==> config.mk <==
export PLATFORM = sky130hd
export DESIGN_NAME = mpsd_cell
export DESIGN_NICKNAME = d
export VERILOG_FILES = /design/src/sv/mpsd_pkg.sv /design/src/sv/mpsd_cell.sv
export SDC_FILE = /design/constraint.sdc
export NUM_CORES = 1
export LEC_CHECK = 0
export BUFFER_PORTS_ARGS = -buffer_cell sky130_fd_sc_hd__buf_2
export CAP_MARGIN = 10
export CORE_AREA = 3 3 150 152
export CTS_CLUSTER_SIZE = 30
export DETAILED_ROUTE_END_ITERATION = 12
export DIE_AREA = 0 0 153 155
export SLEW_MARGIN = 30
export SYNTH_ARGS = -nofsm -noshare
export SYNTH_HDL_FRONTEND = slang
export SYNTH_SLANG_ARGS = --single-unit
==> constraint.sdc <==
create_clock -name clk -period 5.25 [get_ports clk]
set_input_delay 0.525 -clock clk [delete_from_list [all_inputs] [get_ports clk]]
set_output_delay 0.525 -clock clk [all_outputs]
set_load 0.05 [all_outputs]
==> src/sv/mpsd_pkg.sv <==
// ----------------------------------------------------------------------------
// mpsd_pkg
// Shared types and constants for the point to segment distance block.
// ----------------------------------------------------------------------------
package mpsd_pkg;

  localparam int CoordW = 16;
  localparam int DistW  = 37;
  localparam logic [DistW-1:0] DistMax = {DistW{1'b1}};

  typedef enum logic [1:0] {
    ACT_CLEAR  = 2'd0,
    ACT_APPEND = 2'd1,
    ACT_REMOVE = 2'd2,
    ACT_QUERY  = 2'd3
  } action_t;

  typedef enum logic [1:0] {
    ST_OK    = 2'd0,
    ST_FULL  = 2'd1,
    ST_RANGE = 2'd2,
    ST_EMPTY = 2'd3
  } status_t;

  typedef enum logic [1:0] {
    S_IDLE,
    S_ROT,
    S_DRAIN,
    S_DONE
  } state_t;

  // one stored segment
  typedef struct packed {
    logic signed [CoordW-1:0] ox, oy, oz;
    logic signed [CoordW-1:0] vx, vy, vz;
    logic signed [CoordW-1:0] lo, hi;
  } seg_t;

  // control from sequencer to each cell
  typedef struct packed {
    logic rotate;  // shift whole row toward cell 0 (tail wraps)
    logic load;    // load new segment into selected cell
    logic close;   // remove: cell takes neighbor only at/after index
  } cell_ctl_t;

  // floor((x + 2^13) / 2^14)
  function automatic logic signed [35:0] round14(input logic signed [49:0] x);
    logic signed [49:0] y;
    y = x + 50'sd8192;
    return y[49:14];
  endfunction

endpackage

==> src/sv/mpsd_cell.sv <==
// ----------------------------------------------------------------------------
// mpsd_cell
// One table slot; hands its segment to the lower neighbor when rotating.
// ----------------------------------------------------------------------------
module mpsd_cell (
  input  logic              clk,
  input  mpsd_pkg::cell_ctl_t ctl,
  input  logic              sel_load,
  input  logic              sel_shift,
  input  mpsd_pkg::seg_t    new_seg,
  input  mpsd_pkg::seg_t    from_up,
  output mpsd_pkg::seg_t    seg
);

  // advance, load or close the gap
  always_ff @(posedge clk) begin
    if (ctl.rotate) begin
      seg <= from_up;
    end else if (ctl.load && sel_load) begin
      seg <= new_seg;
    end else if (ctl.close && sel_shift) begin
      seg <= from_up;
    end
  end

endmodule

## After elaboration in Yosys (flattened, before gate mapping)

Index checks and enable logic that the tools add are counted.

| storage, ports and cells | value |
|---|---|
| register bits | 128 |
| bits of input ports | 262 |
| output and inout port bits | 128 |
| word-level logic and storage cells | 14 |

| cells by class | value |
|---|---|
| multiplexer cells | 3 |
| reduce and logical (&&, ||, !) cells | 3 |

Operators with widths:

| operator | number |
|---|---|
| $mux W128 | 3 |
| $reduce_bool A3 Y1 | 1 |
| $logic_and A1 B1 Y1 | 2 |

## Longest topological paths before layout

| logic depth | value |
|---|---|
| depth in word-level cells | 4 |
| mapped depth | 4 |
| mapped depth without buffers | 2 |

## Least setup slack after synthesis

Ideal clock, no wire load.

| timing path | value |
|---|---|
| path type | input -> register |
| from | input ctl[1] (netlist bit) |
| to | register seg[0] (netlist bit) (enable) |
| library setup time | 0.503 ns |
| arrival | 3.484 ns |
| required time | 4.747 ns |
| slack | 1.263 ns |
| stages on the path | 1 |
| path buffers | 0 |
| cells stage by stage | a221o_1 |

| on the way | value |
|---|---|
| longest elaborated chain between the ends | 2 |

RTL lines:

| element | line | RTL |
|---|---|---|
| start: declaration | mpsd_cell.sv:7 | `input mpsd_pkg::cell_ctl_t ctl,` |
| $logic_and A1 B1 Y1 | mpsd_cell.sv:19 | `end else if (ctl.load && sel_load) begin` |
| $reduce_bool A3 Y1 (no source line) | - |  |
| end signal: assignment | mpsd_cell.sv:18 | `seg <= from_up;` |
| end signal: assignment | mpsd_cell.sv:20 | `seg <= new_seg;` |
| end signal: assignment | mpsd_cell.sv:22 | `seg <= from_up;` |
| end: declaration | mpsd_cell.sv:12 | `output mpsd_pkg::seg_t seg` |

Every way passes these cells.
A chain may end at the register's enable or synchronous reset.

## Worst setup path after layout

| timing path | value |
|---|---|
| from | input sel_load |
| to | register seg[103] (netlist bit) (enable) |

| on the way | value |
|---|---|
| longest elaborated chain between the ends | 2 |

RTL lines:

| element | line | RTL |
|---|---|---|
| start: declaration | mpsd_cell.sv:8 | `input logic sel_load,` |
| $logic_and A1 B1 Y1 | mpsd_cell.sv:19 |  |
| $reduce_bool A3 Y1 (no source line) | - |  |

Every way passes these cells.

==> metrics <==
via/cell ratio between 4 and 5; Crit. End Element register; Gate Count Post-Synth about 270; slowest stage delay, CP 0.72 ns; initial antenna violation count 0; Seq/Total Area, Yosys 65.73%; Fin Setup TNS 0 ns; Core Area 21150 µm²; Crit Path Class in2reg; Largest Register seg; Vias approximately 4k; Cell Area, Synth between 5000 and 6000 µm²; drt total wl about 16 mm; status complete, no violations; largest net degree at the start of global routing 129; die area roughly 24000 µm²; remaining routing DRC violations 0; Post-Synth XOR/XNOR Area 0%; peak supply drop 190.4 µV; maxcap violations 0; crit path max fanout 68; Slew HR between 30% and 40%; fillers 1983; worst hold margin about 0.41 ns; CTS hold repair buffers 0; most frequent cells in the layout 389 x buf_2, 128 x edfxtp_1, 100 x mux2_4, 25 x mux2_2, 17 x clkbuf_16; FP Rows between 50 and 60; Hold Path Depth 2; final-report setup violation count 0; PortBufs 389; Num CTS Buffers 17; critical path startpoint category input port; final hold violations 0; CP max stage cell a221o_4; Die Y 155 µm; first-pass GRT wire length 23.24 mm; Initial DRT Pass Iterations 4; routed len/inst between 15 and 20 µm; largest family of logic cells by synthesized area multiplexers; simple-gate area share of the yosys netlist less than 1%; mux contribution to synthesized area between 30% and 40%; clk buf depth 2; Synth Area in Compound Gates less than 1%; GRT Util Overall about an eighth; Synthesized Nets between 500 and 600; YS warnings 0; Post-CTS Setup Inserts 0; adder-cell share of the synthesized area 0%; CP Cell Sequence buf_2 > a221o_4 > buf_4; Final nets 931; crit share post-route between 30% and 40%; area added between synthesis and finish 47.88%; Die X around 150 µm; Final HPWL DP between 10 and 15 mm; Starting Density 27.65%; WP data required 5.29 ns; share of cells above drive strength 1 between 80 and 90%; Routed Antenna Nets 0; clk root buf clkbuf_16; fmax a little over 500 MHz; Final GP Congestion approximately 0.76; Worst Tran Pin Value approximately 0.9 ns; grt ovf 0; Yosys reg bits roughly 130; biggest regs seg (128); 1st-iter DRT viols between 100 and 150; clock-pin slew on the worst setup and hold paths 0.06 ns; CTS tree done; RSZ-0062 raised after global routing no; hold wc startpoint new_seg[101]; Antenna Cells 0; max FFs per register 128; Hold EP seg[101]$_DFFE_PP_; CP arrival slightly above 2 ns; leakage power 4.211 nW; # IOs 390; most common library cell in the layout ignoring fill and taps buf_2; Pwr Density between 300 and 400 nW/µm²; Distinct cells, synth 7; Pins Over Slew Limit 0; HP Class in2reg; clk sinks ~130; vias in the first global route between 4k and 5k; CTS H-tree lvls 4; crit path time final just under 2 ns; Avg Synthesized Cell Area around 22 µm²; post-cts sizing count 0
## synth_stat cells (all sizes together)
| cell | n | area [µm²] |
|---|---|---|
| buf | 14 | 157.7 |
| mux2 | 128 | 1817 |
| a221o | 1 | 10.01 |
| edfxtp | 128 | 3844 |
| nand3b | 1 | 20.02 |
## through the flow
step	worst slack [ns]	power [W]	area, µm²	utilization (%)	cells
5_1_grt	3.124	0.003493	8648	40.88	956
6_report	3.261	0.003360	8648	40.88	956
4_1_cts	3.231	0.003415	8648	40.88	956
3_3_place_gp	2.830	0.002141	8028	37.95	925
3_5_place_dp	2.788	0.002152	8028	37.95	925
2_1_floorplan	1.263	0.001909	5848	-	272
## cells by family after synthesis
logic type,Yosys count
muxes,128
DFF,128
buffers and inverters,14
AOI/OAI and AO/OA,1
and+or+nand+nor,1
## cell type report
cell class                      instances  area, µm²  share of cell area [%]
Clock inverter                         12      187.7                   2.170
Multi-Input combinational cell        130       1858                   21.48
Timing Repair Buffer                  392       1982                   22.92
Tap cell                              275      344.1                   3.979
Clock buffer                           19      432.9                   5.006
Sequential cell                       128       3844                   44.44
## how the worst max path moves through the flow
stage | start | endpoint | slack [ns] | cells past startpoint
after global placement | ctl[1] | seg[100]$_DFFE_PP_ | 2.83 | 3
after global routing | ctl[1] | seg[103]$_DFFE_PP_ | 3.12 | 3
after floorplan | ctl[1] | seg[0]$_DFFE_PP_ | 1.26 | 1
after CTS | ctl[1] | seg[28]$_DFFE_PP_ | 3.23 | 3
after detailed placement | ctl[1] | seg[25]$_DFFE_PP_ | 2.79 | 3
final | sel_load | seg[103]$_DFFE_PP_ | 3.26 | 3
## critical path: cells and delay by family
kind / cells / cell delay [ns]
buf+inv: 2 / 0.67
compound gates: 1 / 0.72
## layer usage
| metal | wire, µm | GRT usage [%] | share of wire, % |
|---|---|---|---|
| met1 | 5849 | 14.49 | 37 |
| met4 | 246 | 3.606 | 1.5 |
| met2 | 8200 | 22.36 | 52 |
| met5 | 0 | 0 | 0 |
| met3 | 1598 | 5.229 | 10 |
## report_power, final
group,switching [W],total (W),internal (W)
Combinational,0.000578,0.000822,0.000244
Sequential,0.0000299,0.00130,0.00127
Clock,0.000444,0.00124,0.000797
Total,0.00105,0.00336,0.00231
(Power assumes the default switching activity.)
